**config.mk**
```make
export PLATFORM = sky130hd
export DESIGN_NAME = bfcps_ctrl
export DESIGN_NICKNAME = d
export VERILOG_FILES = /design/src/rtl/bfcps_pkg.sv /design/src/rtl/bfcps_ctrl.sv
export SDC_FILE = /design/constraint.sdc
export NUM_CORES = 1
export LEC_CHECK = 0
export ABC_AREA = 0
export BUFFER_PORTS_ARGS = -buffer_cell sky130_fd_sc_hd__buf_2
export CORE_MARGIN = 8
export CORE_UTILIZATION = 48
export DETAILED_ROUTE_END_ITERATION = 10
export GPL_TIMING_DRIVEN = 0
export HOLD_SLACK_MARGIN = 0.08
export PLACE_DENSITY = 0.93
export SETUP_SLACK_MARGIN = 0.5
export SYNTH_ARGS = -nofsm -noshare
export SYNTH_HDL_FRONTEND = slang
export SYNTH_SLANG_ARGS = --single-unit
export TNS_END_PERCENT = 5
```
**constraint.sdc**
```tcl
create_clock -name clk -period 4.3 [get_ports clk]
set_input_delay 0.215 -clock clk [delete_from_list [all_inputs] [get_ports clk]]
set_output_delay 0.215 -clock clk [all_outputs]
set_load 0.05 [all_outputs]
```
**src/rtl/bfcps_pkg.sv**
```systemverilog
`timescale 1ns / 1ps
// Shared codes, field widths and controller/datapath handshake structs
// for the best-first cell path search block. No dependencies.
package bfcps_pkg;

  // Widths of the request and result fields
  localparam int IDX_FIELD_W   = 6;
  localparam int SLOT_FIELD_W  = 2;
  localparam int CNT_FIELD_W   = 2;
  localparam int COORD_FIELD_W = 16;
  localparam int CFG_W         = 7;
  localparam int ACTION_W      = 2;
  localparam int STATUS_W      = 2;

  // Request actions
  localparam logic [ACTION_W-1:0] ACT_LOAD_CELL = 2'd0;
  localparam logic [ACTION_W-1:0] ACT_LOAD_NBR  = 2'd1;
  localparam logic [ACTION_W-1:0] ACT_FIND_PATH = 2'd2;

  // Result status codes
  localparam logic [STATUS_W-1:0] ST_PATH_STEP = 2'd0;
  localparam logic [STATUS_W-1:0] ST_REJECTED  = 2'd1;
  localparam logic [STATUS_W-1:0] ST_NO_PATH   = 2'd2;

  // Commands from the controller to the datapath
  typedef struct packed {
    logic                load_cell;
    logic                load_nbr;
    logic                q_latch;
    logic                q_init;
    logic                rd_goal;
    logic                lat_start;
    logic                lat_goal;
    logic                exp_close;
    logic                cnt_latch;
    logic                nbr_rd;
    logic                nb_take;
    logic                slot_inc;
    logic                dist_init;
    logic                phase_next;
    logic                sq_step;
    logic                root_start;
    logic                root_add;
    logic                ins_init;
    logic                ins_rd;
    logic                ins_shift;
    logic                ins_write;
    logic                pop_rd;
    logic                pop;
    logic                walk_init;
    logic                walk_step;
    logic                walk_take;
    logic                em_rd;
    logic                emit;
    logic [STATUS_W-1:0] emit_code;
    logic                emit_last;
  } dp_cmd_t;

  // Status from the datapath to the controller
  typedef struct packed {
    logic reject;
    logic cnt_done;
    logic nb_oob;
    logic nb_goal;
    logic nb_new;
    logic sq_done;
    logic root_busy;
    logic phase;
    logic q_full;
    logic pos_zero;
    logic shift_more;
    logic q_empty;
    logic iter_last;
    logic walk_done;
    logic len_zero;
    logic out_free;
  } dp_stat_t;

endpackage

```
**src/rtl/bfcps_ctrl.sv**
```systemverilog
`timescale 1ns / 1ps
// Controller state machine: sequences loads, query check, expansion,
// distance and queue insertion, path walk and result emission. Uses bfcps_pkg.
module bfcps_ctrl (
  input  logic                           clk,
  input  logic                           rst_n,
  input  logic                           in_valid,
  input  logic [bfcps_pkg::ACTION_W-1:0] in_action,
  output logic                           in_ready,
  output bfcps_pkg::dp_cmd_t             cmd,
  input  bfcps_pkg::dp_stat_t            stat
);
  import bfcps_pkg::*;

  typedef enum logic [4:0] {
    S_IDLE, S_CHECK, S_RD_GOAL, S_LAT_GOAL, S_EXP, S_CNT, S_SLOT, S_NB_CHK,
    S_DIST, S_SQ, S_ROOT, S_ROOT_WAIT, S_INS_RD, S_INS_CMP, S_INS_WR,
    S_NEXT, S_POP, S_WALK, S_W_RD, S_EM_RD, S_EM_OUT, S_REJ, S_NOPATH
  } state_t;

  state_t state_r, state_nxt;
  logic   acc;

  assign in_ready = state_r == S_IDLE;
  assign acc      = in_valid && in_ready;

  // next state and datapath commands
  always_comb begin
    state_nxt = state_r;
    cmd       = '0;
    case (state_r)
      S_IDLE: begin
        if (acc) begin
          case (in_action)
            ACT_LOAD_CELL: cmd.load_cell = 1'b1;
            ACT_LOAD_NBR:  cmd.load_nbr  = 1'b1;
            ACT_FIND_PATH: begin
              cmd.q_latch = 1'b1;
              state_nxt   = S_CHECK;
            end
            default: ;
          endcase
        end
      end
      S_CHECK: begin
        if (stat.reject) state_nxt = S_REJ;
        else begin
          cmd.q_init = 1'b1;
          state_nxt  = S_RD_GOAL;
        end
      end
      S_RD_GOAL: begin
        cmd.lat_start = 1'b1;
        cmd.rd_goal   = 1'b1;
        state_nxt     = S_LAT_GOAL;
      end
      S_LAT_GOAL: begin
        cmd.lat_goal = 1'b1;
        state_nxt    = S_EXP;
      end
      S_EXP: begin
        cmd.exp_close = 1'b1;
        state_nxt     = S_CNT;
      end
      S_CNT: begin
        cmd.cnt_latch = 1'b1;
        state_nxt     = S_SLOT;
      end
      S_SLOT: begin
        if (stat.cnt_done) state_nxt = S_NEXT;
        else begin
          cmd.nbr_rd = 1'b1;
          state_nxt  = S_NB_CHK;
        end
      end
      // goal ends the search; new cells go to the distance unit
      S_NB_CHK: begin
        cmd.nb_take = 1'b1;
        if (stat.nb_oob) begin
          cmd.slot_inc = 1'b1;
          state_nxt    = S_SLOT;
        end else if (stat.nb_goal) begin
          cmd.walk_init = 1'b1;
          state_nxt     = S_WALK;
        end else if (stat.nb_new) begin
          state_nxt = S_DIST;
        end else begin
          cmd.slot_inc = 1'b1;
          state_nxt    = S_SLOT;
        end
      end
      S_DIST: begin
        cmd.dist_init = 1'b1;
        state_nxt     = S_SQ;
      end
      S_SQ: begin
        cmd.sq_step = 1'b1;
        if (stat.sq_done) state_nxt = S_ROOT;
      end
      S_ROOT: begin
        cmd.root_start = 1'b1;
        state_nxt      = S_ROOT_WAIT;
      end
      S_ROOT_WAIT: begin
        if (!stat.root_busy) begin
          cmd.root_add = 1'b1;
          if (stat.phase) begin
            cmd.ins_init = 1'b1;
            state_nxt    = S_INS_RD;
          end else begin
            cmd.phase_next = 1'b1;
            state_nxt      = S_SQ;
          end
        end
      end
      // insertion sort from the tail: shift entries of higher cost back
      S_INS_RD: begin
        if (stat.q_full) begin
          cmd.slot_inc = 1'b1;
          state_nxt    = S_SLOT;
        end else if (stat.pos_zero) begin
          state_nxt = S_INS_WR;
        end else begin
          cmd.ins_rd = 1'b1;
          state_nxt  = S_INS_CMP;
        end
      end
      S_INS_CMP: begin
        if (stat.shift_more) begin
          cmd.ins_shift = 1'b1;
          state_nxt     = S_INS_RD;
        end else begin
          state_nxt = S_INS_WR;
        end
      end
      S_INS_WR: begin
        cmd.ins_write = 1'b1;
        cmd.slot_inc  = 1'b1;
        state_nxt     = S_SLOT;
      end
      S_NEXT: begin
        if (stat.q_empty) state_nxt = S_NOPATH;
        else begin
          cmd.pop_rd = 1'b1;
          state_nxt  = S_POP;
        end
      end
      S_POP: begin
        cmd.pop   = 1'b1;
        state_nxt = stat.iter_last ? S_NOPATH : S_EXP;
      end
      // follow predecessors from the goal back to the start
      S_WALK: begin
        if (stat.walk_done) state_nxt = S_EM_RD;
        else begin
          cmd.walk_step = 1'b1;
          state_nxt     = S_W_RD;
        end
      end
      S_W_RD: begin
        cmd.walk_take = 1'b1;
        state_nxt     = S_WALK;
      end
      S_EM_RD: begin
        cmd.em_rd = 1'b1;
        state_nxt = S_EM_OUT;
      end
      S_EM_OUT: begin
        if (stat.out_free) begin
          cmd.emit      = 1'b1;
          cmd.emit_code = ST_PATH_STEP;
          cmd.emit_last = stat.len_zero;
          state_nxt     = stat.len_zero ? S_IDLE : S_EM_RD;
        end
      end
      S_REJ: begin
        if (stat.out_free) begin
          cmd.emit      = 1'b1;
          cmd.emit_code = ST_REJECTED;
          cmd.emit_last = 1'b1;
          state_nxt     = S_IDLE;
        end
      end
      S_NOPATH: begin
        if (stat.out_free) begin
          cmd.emit      = 1'b1;
          cmd.emit_code = ST_NO_PATH;
          cmd.emit_last = 1'b1;
          state_nxt     = S_IDLE;
        end
      end
      default: state_nxt = S_IDLE;
    endcase
  end

  // state register
  always_ff @(posedge clk) begin
    if (!rst_n) state_r <= S_IDLE;
    else state_r <= state_nxt;
  end
endmodule

```
After elaboration in Yosys (flattened, before gate mapping)
Cells that the tools add are included.
{"block": "classes", "eq_ne": 30, "muxes": 68, "reduce_logical": 6}
{"cell": "$pmux W5 S21", "n": 1}
{"cell": "$mux W5", "n": 12}
{"cell": "$eq A5 B4 Y1 const B", "n": 8}
{"cell": "$mux W1", "n": 39}
{"cell": "$eq A5 B5 Y1 const B", "n": 7}
{"cell": "$eq A5 B3 Y1 const B", "n": 4}
{"cell": "$mux W4", "n": 5}
{"cell": "$mux W3", "n": 4}
{"cell": "$pmux W4 S3", "n": 1}
{"cell": "$eq A5 B2 Y1 const B", "n": 2}
{"cell": "$mux W2", "n": 5}
{"cell": "$ne A2 B1 Y1 const B", "n": 3}
{"cell": "$ne A2 B2 Y1 const B", "n": 3}
{"cell": "$reduce_and A6 Y1", "n": 1}
{"cell": "$eq A5 B1 Y1 const B", "n": 1}
{"cell": "$logic_not A5 Y1", "n": 1}
{"cell": "$reduce_or A2 Y1", "n": 2}
{"cell": "$pmux W1 S3", "n": 1}
{"cell": "$eq A2 B1 Y1 const B", "n": 1}
{"cell": "$eq A2 B2 Y1 const B", "n": 1}
{"cell": "$logic_not A2 Y1", "n": 1}
{"cell": "$logic_and A1 B1 Y1", "n": 1}
{"block": "totals", "register_bits": 5, "in_bits": 21, "output_inout_bits": 32, "wordCells": 105}

Longest topological paths before layout
Gate-level depths: netlist of run 1.
{"block": "logic_depth", "depth_word": 4, "ltp_mapped": 7}

Worst setup path before layout of run 1
OpenSTA, ideal clock, no wires.
{"block": "synth_path", "path_type": "register to output", "from": "register state_r[0]", "to": "output port cmd[7] (netlist name)", "t_arrival_ns": 2.560, "required_time_ns": 4.085, "setup_slack_ns": 1.525, "path_stages_with_launch": 5, "n_path_buf": 2, "path_cell_list": "dfxtp_1 > buf_4 > or3b_1 > buf_2 > nor4b_1"}
{"element": "from (decl)", "line": "bfcps_ctrl.sv:21", "source": "state_t state_r, state_nxt;"}
{"element": "from (signal assigned)", "line": "bfcps_ctrl.sv:199", "source": "else state_r <= state_nxt;"}
{"element": "to (decl)", "line": "bfcps_ctrl.sv:10", "source": "output bfcps_pkg::dp_cmd_t cmd,"}

==> results by group, run 1 <==
Status
  • Run status: finished clean

Clocking
  • Worst-path clk slew: 0.05 ns
  • CTS sink cnt: 5
  • Root Buffer: clkbuf_4
  • Clock Path Buffers: 2
  • Hold buffer count at cts: 0
  • Worst skew pair latency: 0.24 ns
  • Setup bufs post-CTS: 0
  • Cts bufs inserted: 3
  • Post-CTS Resized: 0
  • H-tree lvl count: 1
  • CTS tree: yes

Power
  • Pwr dens: 388.5 nW/um2
  • Leak pwr: 0.5994 nW
  • Pwr Total: 0.0004992 W
  • Max VDD drop: 0.2456 mV

Floorplanning
  • Number of I/O pins: 53
  • Die area: 3700 um2
  • Die width: 60.83 um
  • FP Rows: 16
  • CORE AREA: 1922 um2
  • Die Span Y: 60.83 um
  • Initial Util: 50.20%

Final layout
  • Share of cells above drive strength 1: 33.96%
  • Post-layout net count: 234
  • Biggest regs: state_r (5)
  • # diodes: 0
  • Most frequent cells in the layout: buf_2 (60), nor2_1 (22), nand2_1 (15), a21oi_1 (12), nor3_1 (8)
  • Max FFs per register: 5
  • Top reg by flops: state_r
  • Fin cells: 239
  • Fillers: 200
  • Commonest non-fill, non-tap cell in the layout: buf_2
  • Area growth from synthesis to layout: 33.20%

Yosys
  • Register area share after synthesis: 10.38%
  • Top-area cell type share of the netlist area: 10.38%
  • Cell variety after synth: 50
  • Yosys reg bits: 5
  • Post-synth top area cell: dfxtp_1
  • Post-synth EDFFs: 0
  • Yosys warnings: 0
  • Synth top area cells: dfxtp_1 (10%), nor2_1 (8.6%), a21oi_1 (6.2%), nand2_1 (5.8%), buf_2 (4.2%)
  • Async S/R FF share, synth: 0%
  • Syn Nets: 177
  • Post-synthesis cell count: 156
  • Ys flop type: dfxtp_1
  • Post-Syn Area: 964.7 um2
  • Syn avg cell area: 6.184 um2

Drt
  • DRT iter0 DRCs: 70
  • Post-route DRC: 0
  • Vias: 1376
  • Detailed Routing Iterations Pass 1: 4
  • WL final: 3432 um
  • WL per Instance: 14.36 um
  • Routed Antenna Nets: 0
  • Vias per cell: 5.757

Placed design
  • Port buffer count: 52
  • Dpl hpwl: 2694 um
  • Routability-driven placement congestion ratio: 0.9636
  • Placed cell count: 235

Worst hold path
  • Hold Crit Class: in2reg

STA
  • Fin. max-slew vios: 0
  • Tcrit/Tclk final: 49.85%
  • Final setup viols: 0
  • Worst Skew: 0.007344 ns
  • Max transition margin: 67.24%
  • FMAX: 466.5 MHz
  • Least-Margin Pin Slew: 0.4791 ns
  • Hold slack: 0.2381 ns
  • Sum Neg Setup Slack: 0 ns
  • Minimum clock period: 2.144 ns
  • RSZ-0062 raised after global routing: no
  • Final Hold Fails: 0

Worst setup path
  • CP max-delay cell: dfxtp_1
  • Largest stage delay on the critical path: 0.50 ns
  • Most used cell, CP: buf_2
  • Crit path DAT: 1.93 ns
  • Setup Crit Path Kind: reg2out
  • Worst EP required: 4.09 ns
  • CP endpoint kind: output port
  • R2r setup slk: 2.48 ns
  • CP max FO: 10
  • Startpoint types: flip-flop
  • Cell breakdown of the critical path: buf_4, buf_2, nand3_1, a21oi_1, o31a_1, buf_2

Global routing
  • Global-route wire length before repair: 5589 um
  • Vias in the first global route: 1286
  • Total GRT Usage: 19.13%
  • Largest net degree at the start of global routing: 11
  • Gr ovfl total: 0
  • Antenna violations before repair: 0

Flow run
  • Max Cap Viol: 0
-- worst max-delay path, delay by kind of cell (launching register included) --
kind                   cells  cell delay, ns
buffers and inverters      3            0.72
DFF                        1            0.50
AOI/OAI and AO/OA          2            0.33
and+or+nand+nor            1            0.14
-- final cells by class --
class / count / area, um2 / share of cell area, %
plain buffers: 15 / 85.08 / 6.621
clock buffers: 4 / 26.28 / 2.045
inverters: 6 / 22.52 / 1.753
multi-input cells: 130 / 757.0 / 58.91
flip-flops and latches: 5 / 100.1 / 7.790
well taps: 27 / 33.78 / 2.629
repair buffers: 52 / 260.3 / 20.25
-- cell usage after synthesis (all sizes together) (4+ instances only) --
library cell	count
nor2	22
buf	14
nand3	7
nand2b	5
nor2b	4
a21oi	13
nor4	6
o21ai	7
nor3	8
dfxtp	5
inv	6
nand2	15
-- metal layers --
metal,vias up,global-route usage [%],share of wire (%)
met3,8,6.568,12
li1,681,-,-
met5,-,0,0
met4,0,3.654,1.5
met2,93,30.77,42
met1,594,23.99,45
-- power breakdown --
part	switching, W	internal, W	leakage [nW]
sequential	0.00000855	0.0000558	0.0406
combinational	0.000262	0.000120	0.544
clock	0.0000179	0.0000350	0.0150
total	0.000288	0.000211	0.599
-- final timing paths --
| kind | startpoint | to | depth (start not counted) |
|---|---|---|---|
| worst min-delay path | rst_n | state_r[0] | 3 |
| worst max-delay path | state_r[2] | cmd[0] | 6 |
| worst max register to register | state_r[2] | state_r[0] | 5 |
| worst min register to register | state_r[3] | state_r[4] | 3 |
-- cells by family after synthesis --
logic type,Yosys count,share of synthesized area (%)
XOR/XNOR,1,0.9081
flip-flops,5,10.38
AO/OA/AOI/OAI,41,28.28
AND/OR/NAND/NOR,88,49.29
buffers and inverters,21,11.15
-- through the flow --
stage	worst slack (ns)	util (%)	instance area, um2
CTS	2.173	66.86	1285
finish	2.156	66.86	1285
detailed placement	2.438	65.49	1259
floorplan	1.525	-	964.7
global route	2.063	66.86	1285
global placement	2.424	65.49	1259
(Power assumes the default switching activity.)
==> run 2: changes to the inputs <==
Settings changed: CORE_UTILIZATION 48 to 40, PLACE_DENSITY 0.93 to 0.84.
Clock period 4.3 ns to 1.75 ns, I/O delays scaled along.
==> run 2 against run 1 <==
  * Hold slack got worse by 0.14 ns
  * Register-to-register slack got worse by 2.4 ns
  * The flow now finishes with violations (setup timing)
  * Routed wire length increased by 44%
  * Largest cell class unchanged
  * Via count increased by 10%
  * First-iteration DRC count increased by 17%
  * Critical path depth decreased by 1
  * Clock-buffer cell count unchanged
==> results by group, run 2 (synthesis results as in run 1) <==
Status
  • Run status: finished, violations left
  • Failing checks: setup timing

Floorplanning
  • Die width: 65.11 um (+7.0%)
  • FP Rows: 17 (+1)
  • Number of I/O pins: 53 (unchanged)
  • Initial Util: 42.79% (-7.4 points)
  • CORE AREA: 2255 um2 (+17%)
  • Die Span Y: 65.11 um (+7.0%)
  • Die area: 4239 um2 (+15%)

Power
  • Max VDD drop: 0.8338 mV (+240%)
  • Sequential Power Share: 9.4% (-3.5 points)
  • P_int: 0.0008098 W (+280%)
  • Pwr Total: 0.001793 W (+260%)
  • Clock Power Share: 8.0% (-2.6 points)
  • Sw Ratio: 54.83% (-2.9 points)
  • Comb power frac: 82.6% (+6.1 points)
  • Leak pwr: 0.7181 nW (+20%)
  • Sw Pwr: 0.0009828 W (+240%)
  • Pwr dens: 957.0 nW/um2 (+150%)

STA
  • FMAX: 554.6 MHz
  • Setup WS post-layout: -0.05313 ns (-2.209 ns)
  • Final Hold Fails: 0 (unchanged)
  • Least-Margin Pin Slew: 0.5947 ns (+0.1156 ns)
  • Max transition margin: 60.25% (-7.0 points)
  • Worst Skew: 0.008264 ns (+0.0009198 ns)
  • Final setup viols: 6 (+6)
  • Fin. max-slew vios: 0 (unchanged)
  • Sum Neg Setup Slack: -0.1511 ns (-0.1511 ns)
  • RSZ-0062 raised after global routing: yes
  • Minimum clock period: 1.803 ns
  • Tcrit/Tclk final: 103.0%
  • Hold slack: 0.09762 ns (-0.1405 ns)

Final layout
  • Layout Utilization: 83.07% (+16 points)
  • Biggest regs: state_r (5)
  • Fillers: 141 (-30%)
  • Top reg by flops: state_r
  • # diodes: 0 (unchanged)
  • Commonest non-fill, non-tap cell in the layout: buf_6
  • Most frequent cells in the layout: buf_6 (27), buf_2 (20), buf_4 (16), nand2_1 (13), nor2_1 (12)
  • Fin cells: 244 (+2.1%)
  • Post-layout net count: 238 (+1.7%)
  • Multi-input logic area: 1021 um2 (+35%)
  • Area growth from synthesis to layout: 94.16%
  • Max FFs per register: 5 (unchanged)
  • Share of cells above drive strength 1: 56.94% (+23 points)
  • FF/Latch Area: 111.4 um2 (+11%)

Clocking
  • CTS tree: yes
  • Worst skew pair latency: 0.25 ns (about the same)
  • Worst-path clk slew: 0.05 ns (about the same)
  • Root Buffer: clkbuf_4
  • Hold buffer count at cts: 0 (unchanged)
  • CTS sink cnt: 5 (unchanged)
  • Clock Path Buffers: 2 (unchanged)
  • H-tree lvl count: 1 (unchanged)
  • Cts bufs inserted: 3 (unchanged)

Worst setup path
  • Worst EP required: 1.66 ns (-2.43 ns)
  • CP top delay family: simple AND/OR/NAND/NOR gates
  • CP max FO: 7 (-3)
  • Setup Crit Path Kind: reg2out
  • Cell breakdown of the critical path: buf_6, or3b_4, buf_6, nor4b_4, buf_6
  • Crit path DAT: 1.72 ns (-0.21 ns)
  • Largest stage delay on the critical path: 0.38 ns (-0.12 ns)
  • Worst path buffer plus inverter count: 3 (unchanged)
  • Most used cell, CP: buf_6
  • Startpoint types: flip-flop
  • CP max-delay cell: or3b_4
  • CP endpoint kind: output port

Drt
  • Routed Antenna Nets: 0 (unchanged)
  • WL final: 4944 um (+44%)
  • Detailed Routing Iterations Pass 1: 4 (unchanged)
  • DRT iter0 DRCs: 82 (+17%)
  • WL per Instance: 20.26 um (+41%)
  • Vias per cell: 6.201 (+7.7%)
  • Vias: 1513 (+10%)
  • Post-route DRC: 0 (unchanged)

Flow run
  • Max Cap Viol: 0 (unchanged)

Placed design
  • Routability-driven placement congestion ratio: 0.9424 (-2.2%)
  • Placed cell count: 236 (+0.43%)
  • Port buffer count: 52 (unchanged)
  • Dpl hpwl: 3255 um (+21%)

Global routing
  • Antenna violations before repair: 0 (unchanged)
  • Vias in the first global route: 1516 (+18%)
  • Total GRT Usage: 21.05% (+1.9 points)
  • Largest net degree at the start of global routing: 11 (unchanged)
  • Gr ovfl total: 0 (unchanged)
  • Global-route wire length before repair: 7176 um (+28%)

Worst hold path
  • Hold Crit Class: in2reg
[run 2: repair_timing]
action,CTS,global route
resized for setup,87,18
pin swaps,7,8
buffers inserted,3,1
setup endpoints to repair,37,37
[run 2: per-layer routing]
layer | wire length [um] | vias to the layer above | track usage (%)
met5 | 0 | - | 0
met4 | 210 | 0 | 10.08
met3 | 488 | 23 | 5.254
met2 | 2414 | 107 | 37.39
met1 | 1830 | 692 | 22.86
li1 | - | 691 | -
[run 2: worst register-to-register path: cells and delay by family, from the launching register on]
| family | cells | cell delay (ns) |
|---|---|---|
| AOI/OAI and AO/OA | 2 | 0.49 |
| DFF | 1 | 0.35 |
| and+or+nand+nor | 3 | 0.75 |
[run 2: worst paths after layout]
check / endpoint / slack, ns / depth (start not counted) / startpoint
max reg2reg: state_r[0] / 0.04 / 5 / state_r[4]
min: state_r[1] / 0.1 / 3 / rst_n
min reg2reg: state_r[4] / 0.81 / 3 / state_r[3]
max: cmd[7] / -0.05 / 5 / state_r[0]
[run 2: power by group through the flow]
stage	sequential [W]	clock [W]	combinational, W
2_1_floorplan	0.000154	0	0.000886
3_3_place_gp	0.000161	0	0.00112
3_5_place_dp	0.000161	0	0.00113
4_1_cts	0.000164	0.000136	0.00138
5_1_grt	0.000170	0.000147	0.00156
6_report	0.000169	0.000143	0.00148
[run 2: layout make-up]
cell class	instances	share of cell area, %
buffer	15	9.619
sequential	5	5.945
clock buffer	4	1.403
multi-input combinational	130	54.51
tap	28	1.870
inverter	6	1.403
timing repair buffer	56	25.25
[run 2: metrics by stage]
stage / instance area (um2) / setup WS (ns)
floorplan: 1189 / 0.08649
global placement: 1484 / -0.1816
detailed placement: 1484 / -0.2005
CTS: 1804 / -0.03544
global route: 1873 / -0.06814
finish: 1873 / -0.05313
